===== config.mk =====
export PLATFORM = sky130hd
export DESIGN_NAME = sorted_priority_queue_unit
export DESIGN_NICKNAME = d
export VERILOG_FILES = /design/src/spq_pkg.sv /design/src/sorted_priority_queue_unit.sv /design/src/spq_store.sv
export SDC_FILE = /design/constraint.sdc
export NUM_CORES = 1
export LEC_CHECK = 0
export BUFFER_PORTS_ARGS = -buffer_cell sky130_fd_sc_hd__buf_2
export CELL_PAD_IN_SITES_DETAIL_PLACEMENT = 2
export CELL_PAD_IN_SITES_GLOBAL_PLACEMENT = 2
export CORE_ASPECT_RATIO = 1.25
export CORE_MARGIN = 4
export CORE_UTILIZATION = 43
export DETAILED_ROUTE_END_ITERATION = 7
export PLACE_DENSITY_LB_ADDON = 0.08
export REMOVE_ABC_BUFFERS = 1
export SLEW_MARGIN = 20
export SYNTH_ARGS = -nofsm -noshare
export SYNTH_HDL_FRONTEND = slang
export SYNTH_HIERARCHICAL = 1
export SYNTH_SLANG_ARGS = --single-unit

===== constraint.sdc =====
create_clock -name clk -period 10.2 [get_ports clk]
set_clock_uncertainty 0.15 [all_clocks]
set_input_delay 0.51 -clock clk [delete_from_list [all_inputs] [get_ports clk]]
set_output_delay 0.51 -clock clk [all_outputs]
set_load 0.02 [all_outputs]

===== src/spq_pkg.sv =====
// Shared types and codes for the sorted priority queue.
package spq_pkg;

    localparam int DEFAULT_CAPACITY = 16;

    localparam int VALUE_W = 8;
    localparam int PRI_W   = 8;
    localparam int STAT_W  = 2;
    localparam int OCC_W   = 5;

    localparam logic OP_INSERT = 1'b0;
    localparam logic OP_REMOVE = 1'b1;

    localparam logic [STAT_W-1:0] ST_DONE  = 2'd0;
    localparam logic [STAT_W-1:0] ST_FULL  = 2'd1;
    localparam logic [STAT_W-1:0] ST_EMPTY = 2'd2;

    // priority in the upper byte, payload in the lower byte
    typedef struct packed {
        logic [PRI_W-1:0]   pri;
        logic [VALUE_W-1:0] value;
    } entry_t;

endpackage


===== src/sorted_priority_queue_unit.sv =====
// Sorted priority queue: circular entry store with insertion by backward scan.
//
// Usage: present operation, item_value and item_priority and raise start while
// busy is low; the request is taken at that clock edge. Each request gives
// exactly one result, shown for one cycle with done high: status, out_value,
// out_priority and occupancy (entries held after the request).
// The receiver cannot stall; a result must be taken in its done cycle.
//
// Request flow, from accept to the done cycle:
//   remove on empty, insert when full, insert into empty store: settled in S_IDLE
//   remove of the front entry: one store read of the head slot (S_POP)
//   insert into a non-empty store: every held entry of strictly lower
//   priority is read and moved one slot toward the tail, one per cycle
//   through the single store read port, then the new entry is written.
// A new request may be accepted in the done cycle of the previous one.
//
// Entries live in a circular store (head = front, tail = next free slot), so
// a remove only advances the head. An insert walks back from the tail,
// moving lower-priority entries up by one, and writes the new entry into the
// gap. While entries are moved, the slot read is two below the slot written.
// Reset clears head, tail and count; the store contents are left unset and
// only data from slots holding live entries is ever used.
module sorted_priority_queue_unit #(
    parameter int CAPACITY = spq_pkg::DEFAULT_CAPACITY
) (
    input  logic                         clk,
    input  logic                         rst_n,
    input  logic                         start,
    output logic                         busy,
    input  logic                         operation,
    input  logic [spq_pkg::VALUE_W-1:0]  item_value,
    input  logic [spq_pkg::PRI_W-1:0]    item_priority,
    output logic                         done,
    output logic [spq_pkg::STAT_W-1:0]   status,
    output logic [spq_pkg::VALUE_W-1:0]  out_value,
    output logic [spq_pkg::PRI_W-1:0]    out_priority,
    output logic [spq_pkg::OCC_W-1:0]    occupancy
);

    localparam int AW = $clog2(CAPACITY);
    localparam int CW = $clog2(CAPACITY + 1);

    // controller states
    localparam logic [1:0] S_IDLE  = 2'd0;
    localparam logic [1:0] S_POP   = 2'd1;
    localparam logic [1:0] S_INS   = 2'd2;
    localparam logic [1:0] S_PLACE = 2'd3;

    logic [1:0]      state_reg, state_next;
    logic [AW-1:0]   head_reg, head_next;
    logic [AW-1:0]   tail_reg, tail_next;
    logic [CW-1:0]   count_reg, count_next;
    logic [AW-1:0]   ptr_reg, ptr_next;     // slot to fill during insert scan
    logic [CW-1:0]   left_reg, left_next;   // entries not yet examined
    spq_pkg::entry_t new_reg, new_next;

    logic                        done_reg, done_next;
    logic [spq_pkg::STAT_W-1:0]  status_reg, status_next;
    logic [spq_pkg::VALUE_W-1:0] oval_reg, oval_next;
    logic [spq_pkg::PRI_W-1:0]   opri_reg, opri_next;

    // store port
    logic            we;
    logic [AW-1:0]   waddr;
    spq_pkg::entry_t wdata;
    logic [AW-1:0]   raddr;
    spq_pkg::entry_t rdata;

    logic [AW-1:0]   ptr_dec;
    logic [AW-1:0]   tail_dec;
    logic [CW+spq_pkg::OCC_W-1:0] count_ext;

    function automatic logic [AW-1:0] ptr_inc(input logic [AW-1:0] p);
        ptr_inc = (p == AW'(CAPACITY - 1)) ? '0 : p + AW'(1);
    endfunction

    function automatic logic [AW-1:0] ptr_dec_f(input logic [AW-1:0] p);
        ptr_dec_f = (p == '0) ? AW'(CAPACITY - 1) : p - AW'(1);
    endfunction

    spq_store #(
        .CAPACITY (CAPACITY),
        .AW       (AW)
    ) u_store (
        .clk   (clk),
        .we    (we),
        .waddr (waddr),
        .wdata (wdata),
        .raddr (raddr),
        .rdata (rdata)
    );

    assign ptr_dec  = ptr_dec_f(ptr_reg);
    assign tail_dec = ptr_dec_f(tail_reg);

    always_comb
    begin
        state_next  = state_reg;
        head_next   = head_reg;
        tail_next   = tail_reg;
        count_next  = count_reg;
        ptr_next    = ptr_reg;
        left_next   = left_reg;
        new_next    = new_reg;
        done_next   = 1'b0;
        status_next = status_reg;
        oval_next   = oval_reg;
        opri_next   = opri_reg;
        we          = 1'b0;
        waddr       = ptr_reg;
        wdata       = new_reg;
        raddr       = tail_dec;

        case (state_reg)
            S_IDLE:
            begin
                if (start)
                begin
                    oval_next = '0;
                    opri_next = '0;
                    if (operation == spq_pkg::OP_REMOVE)
                    begin
                        if (count_reg == '0)
                        begin
                            done_next   = 1'b1;
                            status_next = spq_pkg::ST_EMPTY;
                        end
                        else
                        begin
                            raddr      = head_reg;
                            state_next = S_POP;
                        end
                    end
                    else if (count_reg == CW'(CAPACITY))
                    begin
                        done_next   = 1'b1;
                        status_next = spq_pkg::ST_FULL;
                    end
                    else if (count_reg == '0)
                    begin
                        we          = 1'b1;
                        waddr       = tail_reg;
                        wdata       = '{pri: item_priority, value: item_value};
                        tail_next   = ptr_inc(tail_reg);
                        count_next  = count_reg + CW'(1);
                        done_next   = 1'b1;
                        status_next = spq_pkg::ST_DONE;
                    end
                    else
                    begin
                        // start the backward scan at the last held entry
                        raddr      = tail_dec;
                        ptr_next   = tail_reg;
                        left_next  = count_reg;
                        new_next   = '{pri: item_priority, value: item_value};
                        state_next = S_INS;
                    end
                end
            end

            S_POP:
            begin
                head_next   = ptr_inc(head_reg);
                count_next  = count_reg - CW'(1);
                done_next   = 1'b1;
                status_next = spq_pkg::ST_DONE;
                oval_next   = rdata.value;
                opri_next   = rdata.pri;
                state_next  = S_IDLE;
            end

            S_INS:
            begin
                we = 1'b1;
                if (rdata.pri >= new_reg.pri)
                begin
                    // new entry goes right behind this one
                    wdata       = new_reg;
                    tail_next   = ptr_inc(tail_reg);
                    count_next  = count_reg + CW'(1);
                    done_next   = 1'b1;
                    status_next = spq_pkg::ST_DONE;
                    state_next  = S_IDLE;
                end
                else
                begin
                    // move lower-priority entry one slot toward the tail
                    wdata     = rdata;
                    ptr_next  = ptr_dec;
                    left_next = left_reg - CW'(1);
                    raddr     = ptr_dec_f(ptr_dec);
                    if (left_reg == CW'(1))
                    begin
                        state_next = S_PLACE;
                    end
                end
            end

            S_PLACE:
            begin
                // every held entry was lower: new entry becomes the front
                we          = 1'b1;
                wdata       = new_reg;
                tail_next   = ptr_inc(tail_reg);
                count_next  = count_reg + CW'(1);
                done_next   = 1'b1;
                status_next = spq_pkg::ST_DONE;
                state_next  = S_IDLE;
            end

            default:
            begin
                state_next = S_IDLE;
            end
        endcase
    end

    always_ff @(posedge clk or negedge rst_n)
    begin
        if (!rst_n)
        begin
            state_reg <= S_IDLE;
            head_reg  <= '0;
            tail_reg  <= '0;
            count_reg <= '0;
            done_reg  <= 1'b0;
        end
        else
        begin
            state_reg <= state_next;
            head_reg  <= head_next;
            tail_reg  <= tail_next;
            count_reg <= count_next;
            done_reg  <= done_next;
        end
    end

    always_ff @(posedge clk)
    begin
        ptr_reg    <= ptr_next;
        left_reg   <= left_next;
        new_reg    <= new_next;
        status_reg <= status_next;
        oval_reg   <= oval_next;
        opri_reg   <= opri_next;
    end

    // count stays put through the done cycle, so it is the post-request count
    assign count_ext = {{spq_pkg::OCC_W{1'b0}}, count_reg};

    assign busy         = (state_reg != S_IDLE);
    assign done         = done_reg;
    assign status       = status_reg;
    assign out_value    = oval_reg;
    assign out_priority = opri_reg;
    assign occupancy    = count_ext[spq_pkg::OCC_W-1:0];

endmodule


===== src/spq_store.sv =====
// Entry store: one write port, one read port, registered read data.
module spq_store #(
    parameter int CAPACITY = spq_pkg::DEFAULT_CAPACITY,
    parameter int AW       = $clog2(CAPACITY)
) (
    input  logic            clk,
    input  logic            we,
    input  logic [AW-1:0]   waddr,
    input  spq_pkg::entry_t wdata,
    input  logic [AW-1:0]   raddr,
    output spq_pkg::entry_t rdata
);

    spq_pkg::entry_t mem [CAPACITY];
    spq_pkg::entry_t rdata_reg;

    always_ff @(posedge clk)
    begin
        if (we)
        begin
            mem[waddr] <= wdata;
        end
        rdata_reg <= mem[raddr];
    end

    assign rdata = rdata_reg;

endmodule


==> impl_metrics.ini, run 1 <==
[routing]
drt_first_pass_iters = 5
drt_drc_violations_left = 0
antenna_violating_nets_post_route = 0
drt-vias-per-instance = 5.98
drt-initial-drc-count = 761
route.vias.total = 7612
wire_per_inst_um = 31.6
drt-total-wl_mm = 40.2

[setup_path]
worst_path_max_fanout = 44
crit_required_ns = 10.45
worstPathArrival_ns = 5.23
crit_family = simple AND/OR/NAND/NOR gates
critPathLaunchType = register
critPathMaxStageDelay_ns = 0.92
critical_path.slowest_cell = sky130_fd_sc_hd__dfrtp_1
cp.buffers_inverters = 1
end_kind = register
worstPathCellList = nand2_2, or3_1, or2_4, o221ai_4, buf_4, mux4_1, a22oi_1, nand2_1
timing.setup.critical_path_class = register to register

[placed_design]
pre_cts_ws_ns = 4.74
gp_routability_congestion = 0.784
portBuffers = 44
detailedPlacementHpwl_mm = 23.8

[synth]
synthFlopType = sky130_fd_sc_hd__edfxtp_1
post_synth_instance_area_um2 = 13700
synth-compound-area-share_pct = 7.38
asyncSetResetFlopFracSynth_pct = 4.83
synthesis.yosys.warnings = 6
synth_simple_gate_area_share_pct = 5.47
synth_mux_area_share_pct = 11.4
synth-edff-count = 299
xor_xnor_cell_area_share_of_the_yosys_netlist_pct = 0.766
synth-seq-cells = 331
yosysSeqAreaShare_pct = 70.7
adder_cell_area_share_of_the_yosys_netlist_pct = 2.06
post_synth_num_cell_types = 74
netlist_instances = 774
synth_top_family_by_area = multiplexers
synthesis.area_per_instance_um2 = 17.7

[clock_tree]
number_of_clock_buffers_inserted_by_tritoncts = 35
postCtsSetupBuffers = 0
clock-sinks = 331
cts_buffer_depth = 3
cts.repair.resized = 0
tritoncts = yes
cts-hold-fix-buffers = 1
clk_latency_ns = 0.52
clkSlewWorstSetupHoldPaths_ns = 0.06
cts.root.buffer_cell = sky130_fd_sc_hd__clkbuf_16
cts_max_level = 2

[grt]
antenna_found_initial = 0
grt_pass1_wl_mm = 59.0
groute.usage.overall_pct = 23.0
grt_max_degree = 65
grt_pass1_vias = 8459
overflow = 0

[sta]
slew_viol_final = 0
fmax_ghz = 0.201
worst_slew_margin_rel_pct = 27.0
post-route-worst-setup-slack_ns = 5.21
fin_setup_tns_ns = 0
grt_setup_unrepaired = no
timing_hold_violations_final = 0
period_needed_ns = 4.99
tightestPinTransition_ns = 1.08
post-route-period-util_pct = 48.9
finalSetupViolCount = 0

[final_layout]
largest_register_ff_count = 256
synthToLayoutAreaGrowth_pct = 14.2
layout_common_cells = sky130_fd_sc_hd__edfxtp_1 (299), sky130_fd_sc_hd__mux4_2 (54), sky130_fd_sc_hd__buf_2 (44), sky130_fd_sc_hd__nand2_1 (43), sky130_fd_sc_hd__clkbuf_16 (37)
num-fill-cells = 2840
num-nets-final = 883
drive_gt1_share_pct = 26.0
diodes = 0
layout.cells.most_common = sky130_fd_sc_hd__edfxtp_1
utilization_pct = 50.3

[die]
core.rowCount = 72
core_area_um2 = 31200
top_level_pins = 45
floorplan.die_area_um2 = 34800
die_h_um = 208
fp.dieW_um = 168
initial_core_util_pct = 44.0

[run_status]
outcome = finished, final reports clean

[min_path]
worst_hold_path_type = input port to register

[run]
drv_cap = 0
==> stage by stage <==
step / hold WS [ns] / cell area (um2) / instances
3_5_place_dp: 0.332 / 14500 / 1209
2_1_floorplan: 0.0644 / 13500 / 735
6_report: 0.0497 / 15700 / 1273
4_1_cts: 0.0283 / 15600 / 1272
5_1_grt: 0.0423 / 15700 / 1273
3_3_place_gp: 0.322 / 14500 / 1209
==> final timing paths <==
kind / start / to / slack (ns) / depth (start not counted)
min in group asynchronous: rst_n / tail_reg[0] / 0.32 / 2
max in group asynchronous: rst_n / occupancy[0] / 9.26 / 2
worst max-delay path: state_reg[1] / u_store/rdata[3] / 5.21 / 8
worst min register to register: u_store/rdata[1] / out_value[1] / 0.43 / 1
worst min-delay path: item_value[1] / new_reg[1] / 0.05 / 1
worst max register to register: state_reg[1] / u_store/rdata[3] / 5.21 / 8
==> cells in the mapped netlist (6+ instances only) <==
| master | n | area (um2) |
|---|---|---|
| sky130_fd_sc_hd__nor2_1 | 38 | 143 |
| sky130_fd_sc_hd__nand2_1 | 43 | 161 |
| sky130_fd_sc_hd__a22oi_1 | 33 | 248 |
| sky130_fd_sc_hd__o22a_1 | 11 | 96.3 |
| sky130_fd_sc_hd__o2bb2ai_1 | 11 | 96.3 |
| sky130_fd_sc_hd__inv_1 | 21 | 78.8 |
| sky130_fd_sc_hd__mux4_2 | 54 | 1220 |
| sky130_fd_sc_hd__ha_1 | 21 | 263 |
| sky130_fd_sc_hd__and2_1 | 21 | 131 |
| sky130_fd_sc_hd__nand2b_1 | 6 | 37.5 |
| sky130_fd_sc_hd__edfxtp_1 | 299 | 8980 |
| sky130_fd_sc_hd__buf_1 | 6 | 22.5 |
| sky130_fd_sc_hd__mux4_1 | 10 | 263 |
| sky130_fd_sc_hd__o21ai_0 | 15 | 75.1 |
| sky130_fd_sc_hd__xnor2_1 | 12 | 105 |
| sky130_fd_sc_hd__dfxtp_1 | 16 | 320 |
| sky130_fd_sc_hd__a21oi_1 | 24 | 120 |
| sky130_fd_sc_hd__buf_6 | 6 | 67.6 |
| sky130_fd_sc_hd__dfrtp_1 | 16 | 400 |
| sky130_fd_sc_hd__clkbuf_1 | 18 | 67.6 |
==> cell families after synthesis <==
group,Yosys count
AOI/OAI and AO/OA,133
muxes,72
xor gates and xnor gates,12
DFF,331
and+or+nand+nor,143
adders and majority gates,22
buffers and inverters,61
==> per-layer routing <==
metal | track usage [%] | up-vias | wire (um)
met5 | 0 | - | 0
met4 | 7.87 | 0 | 1360
met3 | 3.52 | 79 | 2090
met2 | 38.8 | 271 | 20300
met1 | 30.6 | 4028 | 16400
li1 | - | 3234 | -
==> worst register-to-register path: cells and delay by family, from the launching register on <==
family                 cells  cell delay, ns
and+or+nand+nor            4            1.48
buffers and inverters      1            0.80
DFF                        1            0.92
muxes                      1            0.74
AOI/OAI and AO/OA          2            0.79
==> final cells by class <==
cell class,instances,area [um2],area share (%)
inverters,22,82.6,0.527
repair buffers,69,430,2.75
flip-flops and latches,331,9700,61.9
multi-input cells,382,3860,24.6
clock buffers,45,956,6.10
well taps,407,509,3.25
clock inverters,17,134,0.854
Power of run 1 is not shown: default switching activity piles up to over one toggle a cycle in this logic, so the estimate is an artifact.
==> run 2, diff against run 1 <==
Settings changed: ABC_AREA from default to 1, CORE_UTILIZATION 43 to 41.
Clock period 10.2 ns to 4.8 ns, I/O delays scaled along.
==> impl_metrics.ini, run 2 <==
[run_status]
outcome = finished, final reports clean

[sta]
post-route-worst-setup-slack_ns = 1.07
grt_setup_unrepaired = no
post-route-period-util_pct = 77.6
period_needed_ns = 3.73
timing_hold_violations_final = 0
fmax_ghz = 0.268
final.hold.worst_slack_ns = 0.0242
finalSetupViolCount = 0
fin_setup_tns_ns = 0
tightestPinTransition_ns = 1.14
worst_slew_margin_rel_pct = 23.7
slew_viol_final = 0

[setup_path]
critPathLaunchType = register
crit_required_ns = 5.04
worst_path_max_fanout = 43
end_kind = register
worstPathArrival_ns = 3.97
timing.setup.critical_path_class = register to register

[final_layout]
drive_gt1_share_pct = 10.1
multi_input_comb_area_um2 = 4130
num-fill-cells = 3850
layout.cells.most_common = sky130_fd_sc_hd__nand2_1
utilization_pct = 47.4
seq_area_um2 = 9700
diodes = 0
synthToLayoutAreaGrowth_pct = 13.9
largest_register_ff_count = 256
num-nets-final = 1651
layout_common_cells = sky130_fd_sc_hd__nand2_1 (475), sky130_fd_sc_hd__edfxtp_1 (299), sky130_fd_sc_hd__inv_1 (268), sky130_fd_sc_hd__nand3_1 (236), sky130_fd_sc_hd__buf_2 (44)

[synth]
synth-seq-cells = 331
synth_largest_area_cell = sky130_fd_sc_hd__edfxtp_1
yosysSeqAreaShare_pct = 64.0
post_synth_num_cell_types = 37
synthFlopType = sky130_fd_sc_hd__edfxtp_1
synthesis.yosys.warnings = 6
synth.most_common_cell = sky130_fd_sc_hd__nand2_1
main_area_contributors_after_synthesis = sky130_fd_sc_hd__edfxtp_1 (59%), sky130_fd_sc_hd__nand2_1 (12%), sky130_fd_sc_hd__nand3_1 (7.9%)
synth_top_cells_by_count = sky130_fd_sc_hd__nand2_1 (475), sky130_fd_sc_hd__edfxtp_1 (299), sky130_fd_sc_hd__inv_1 (268), sky130_fd_sc_hd__nand3_1 (239), sky130_fd_sc_hd__nor2_1 (54)
synth-edff-count = 299
post_synth_instance_area_um2 = 15200
synthesis.area_per_instance_um2 = 9.81
synth_largest_type_area_fraction_pct = 59.2
netlist_instances = 1545
asyncSetResetFlopFracSynth_pct = 4.83

[clock_tree]
postCtsSetupBuffers = 0
tritoncts = yes
clkSlewWorstSetupHoldPaths_ns = 0.06
cts_max_level = 2
clock-sinks = 331
cts_buffer_depth = 3
cts.root.buffer_cell = sky130_fd_sc_hd__clkbuf_16
number_of_clock_buffers_inserted_by_tritoncts = 36
clk_latency_ns = 0.54

[placed_design]
portBuffers = 44
pre_cts_ws_ns = 1.10
detailedPlacementHpwl_mm = 31.1
gp_routability_congestion = 0.800

[grt]
groute.usage.overall_pct = 25.2
grt_pass1_vias = 12425
overflow = 0
antenna_found_initial = 0
grt_pass1_wl_mm = 76.4
grt_max_degree = 129

[routing]
drt-initial-drc-count = 812
wire_per_inst_um = 24.2
drt_drc_violations_left = 0
drt_first_pass_iters = 5
drt-vias-per-instance = 5.30
antenna_violating_nets_post_route = 0
route.vias.total = 11224
drt-total-wl_mm = 51.3

[die]
top_level_pins = 45
initial_core_util_pct = 41.6
fp.dieW_um = 180
core.rowCount = 78
die_h_um = 223
floorplan.die_area_um2 = 40100
core_area_um2 = 36400

[min_path]
worst_hold_path_type = input port to async pin

[run]
drv_cap = 0
[run 2: cell types whose count changed after synthesis, sizes merged, moves of 18 or more]
cell   previous run  this run
and2             21         0
nand3             1       239
nand2            46       477
inv              22       276
buf              20        51
a22oi            33         0
nor2             40        58
mux4             64         0
[run 2: logic make-up (layout without fill, tap and decap cells)]
| group | Yosys count | count (layout) | share of synthesized area, % |
|---|---|---|---|
| AO/OA/AOI/OAI | 54 | 54 | 2.05 |
| XOR/XNOR | 10 | 10 | 0.578 |
| adder cells (fa/ha/maj) | 22 | 22 | 1.87 |
| buffers and inverters | 339 | 430 | 9.36 |
| flip-flops | 331 | 331 | 64.0 |
| AND/OR/NAND/NOR | 789 | 789 | 22.2 |
[run 2: worst paths after layout]
| kind | slack [ns] | depth (start not counted) | to | from |
|---|---|---|---|---|
| min in group clk | 0.20 | 5 | occupancy[1] | start |
| worst min-delay path | 0.02 | 2 | occupancy[2] | rst_n |
| worst max-delay path | 1.07 | 19 | u_store/rdata[15] | new_reg[11] |
| max in group asynchronous | 4.17 | 2 | tail_reg[2] | rst_n |
| worst max register to register | 1.07 | 19 | u_store/rdata[15] | new_reg[11] |
| worst min register to register | 0.39 | 1 | head_reg[2] | head_reg[2] |
[run 2: layout make-up]
cell class	count	area share [%]
sequential	331	56.2
multi-input combinational	875	23.9
clock buffer	50	6.16
inverter	276	6.01
timing repair buffer	89	3.85
tap	480	3.48
clock inverter	15	0.449
[run 2: stage by stage]
step | cell area, um2 | std cells
after detailed placement | 15900 | 2033
after floorplan | 14800 | 1482
after global routing | 17300 | 2116
final | 17300 | 2116
after global placement | 15900 | 2033
after CTS | 17300 | 2116
[run 2: what timing repair did]
action / CTS / global route
gates resized for setup: 0 / 0
hold endpoints to repair: 35 / 0
hold buffers: 18 / 0
[run 2: per-layer routing]
| layer | vias to the layer above | GRT usage, % | routed length [um] |
|---|---|---|---|
| li1 | 5111 | - | - |
| met1 | 5783 | 30.3 | 20700 |
| met2 | 246 | 46.7 | 27100 |
| met3 | 84 | 2.79 | 1710 |
| met4 | 0 | 8.68 | 1770 |
| met5 | - | 0 | 0 |
[run 2: worst max-delay path, cell delays in order (launching register included)]
cell and delay, ns:
sky130_fd_sc_hd__edfxtp_1 0.38, sky130_fd_sc_hd__inv_1 0.09, sky130_fd_sc_hd__ha_1 0.25, sky130_fd_sc_hd__nand2_1 0.10, sky130_fd_sc_hd__nor2_1 0.05, sky130_fd_sc_hd__nor2_1 0.10, sky130_fd_sc_hd__nand2_1 0.06, sky130_fd_sc_hd__nand2_1 0.10
sky130_fd_sc_hd__nand2_1 0.08, sky130_fd_sc_hd__nand2_1 0.13, sky130_fd_sc_hd__nand2_1 0.34, sky130_fd_sc_hd__nand2_1 0.25, sky130_fd_sc_hd__nand3_4 0.12, sky130_fd_sc_hd__inv_4 0.45, sky130_fd_sc_hd__buf_4 0.35, sky130_fd_sc_hd__nand2_1 0.10
sky130_fd_sc_hd__nand3_1 0.08, sky130_fd_sc_hd__nand3_1 0.11, sky130_fd_sc_hd__nand3_1 0.12, sky130_fd_sc_hd__nand2_1 0.12
Power of run 2 is left out for the same reason.
==> run 3, diff against run 2 <==
Clock period 4.8 ns to 3.8 ns, I/O delays scaled along.
==> impl_metrics.ini, run 3 (synthesis gave the netlist of run 2 again) <==
[placed_design]
gp_routability_congestion = 0.815
portBuffers = 44
detailedPlacementHpwl_mm = 34.1

[clock_tree]
postCtsSetupBuffers = 0
cts_max_level = 2
cts.repair.resized = 0
cts_buffer_depth = 3
clk_latency_ns = 0.54
cts.root.buffer_cell = sky130_fd_sc_hd__clkbuf_16
clkSlewWorstSetupHoldPaths_ns = 0.06
clock-sinks = 331
tritoncts = yes
number_of_clock_buffers_inserted_by_tritoncts = 38

[grt]
grt_pass1_wl_mm = 79.3
grt.met1_usage_pct = 30.2
top_usage_layer = met2
groute.usage.overall_pct = 26.2
grt_max_degree = 129
globalRouteMet2Util_pct = 49.0
antenna_found_initial = 2
grt_pass1_vias = 12807
overflow = 0
gr_layer_usage_met3_pct = 3.51

[setup_path]
crit_end = u_store/mem[8][12]
end_kind = register
worst_path_max_fanout = 17
timing.setup.critical_path_class = register to register
r2r_start = state_reg[0]
crit_required_ns = 3.86
setup_crit_start = state_reg[0]
worst-r2r-cell-count = 6
setup.reg_to_reg.worst_slack_ns = 0.28
critPathLaunchType = register
critical_path.reg2reg.endpoint = u_store/mem[8][12]
worstPathArrival_ns = 3.58

[sta]
grt_setup_unrepaired = no
worst_slew_margin_rel_pct = 30.7
finalSetupViolCount = 0
slew_viol_final = 0
fmax_ghz = 0.284
tightestPinTransition_ns = 1.04
timing_hold_violations_final = 0
fin_setup_tns_ns = 0
post-route-period-util_pct = 92.5
period_needed_ns = 3.52

[routing]
drt_first_pass_iters = 5
antenna_violating_nets_post_route = 0
drt-total-wl_mm = 53.3
route.vias.total = 11456
wire_per_inst_um = 24.9
drt-vias-per-instance = 5.35
drt-initial-drc-count = 719
drt_drc_violations_left = 0

[final_layout]
largest_register_ff_count = 256
layout.cells.most_common = sky130_fd_sc_hd__nand2_1
num-nets-final = 1674
drive_gt1_share_pct = 10.6
num-fill-cells = 3860
layout_common_cells = sky130_fd_sc_hd__nand2_1 (475), sky130_fd_sc_hd__edfxtp_1 (299), sky130_fd_sc_hd__inv_1 (268), sky130_fd_sc_hd__nand3_1 (236), sky130_fd_sc_hd__buf_2 (44)
synthToLayoutAreaGrowth_pct = 15.1
utilization_pct = 47.9
diodes = 0

[die]
top_level_pins = 45
core.rowCount = 78
die_h_um = 223
core_area_um2 = 36400
initial_core_util_pct = 41.6
fp.dieW_um = 180
floorplan.die_area_um2 = 40100

[run_status]
outcome = finished, final reports clean

[run]
drv_cap = 0

[min_path]
worst_hold_path_type = input port to register
## run 3: cell types whose count changed in the layout (fill, tap and decap cells not counted), sizes merged
cell / change
buf: +19
clkbuf: +10
clkinv: -4
dlygate4sd3: +2
inv: -2
bufinv: +1
clkinvlp: -1
## run 3: cell type report
class	instances	area, um2	share of cell area, %
Tap cell	480	601	3.44
Multi-Input combinational cell	875	4110	23.6
Clock inverter	9	65.1	0.373
Timing Repair Buffer	110	816	4.68
Clock buffer	60	1120	6.40
Sequential cell	331	9700	55.6
Inverter	276	1040	5.95
## run 3: stage by stage
stage               worst slack, ns  std cells  area [um2]  hold WS (ns)
detailed placement            0.315       2052       16100       0.00674
floorplan                     -2.81       1482       14800        -0.256
global route                  0.159       2141       17400         0.235
global placement              0.386       2052       16100       0.00258
CTS                           0.303       2141       17400         0.212
finish                        0.284       2141       17400         0.233
## run 3: timing repair
item | CTS | global route
hold endpoints to repair | 42 | 0
hold buffers | 20 | 0
setup endpoints to repair | 0 | 0
## run 3: layer usage
layer / part of all wire, % / vias to the layer above
li1: - / 5154
met1: 39 / 5915
met2: 53 / 284
met3: 4.1 / 101
met4: 4.2 / 2
met5: 0.024 / -
## run 3: critical path, cell delays in order (launching register included)
cell	delay [ns]
sky130_fd_sc_hd__dfrtp_1	0.52
sky130_fd_sc_hd__nor2_4	0.51
sky130_fd_sc_hd__nand2_4	0.27
sky130_fd_sc_hd__o21ai_1	0.47
sky130_fd_sc_hd__nand3b_1	0.32
sky130_fd_sc_hd__nor2_2	0.55
sky130_fd_sc_hd__buf_4	0.36
## run 3: worst min path at each step
stage,startpoint,endpoint,slack (ns),depth (start not counted)
final,item_value[4],new_reg[4],0.23,2
after global routing,item_value[4],new_reg[4],0.23,2
after CTS,item_value[0],new_reg[0],0.21,2
after detailed placement,rst_n,occupancy[0],0.007,1
after floorplan,rst_n,done,-0.26,0
after global placement,rst_n,done,0.003,1
Power of run 3 is left out for the same reason.
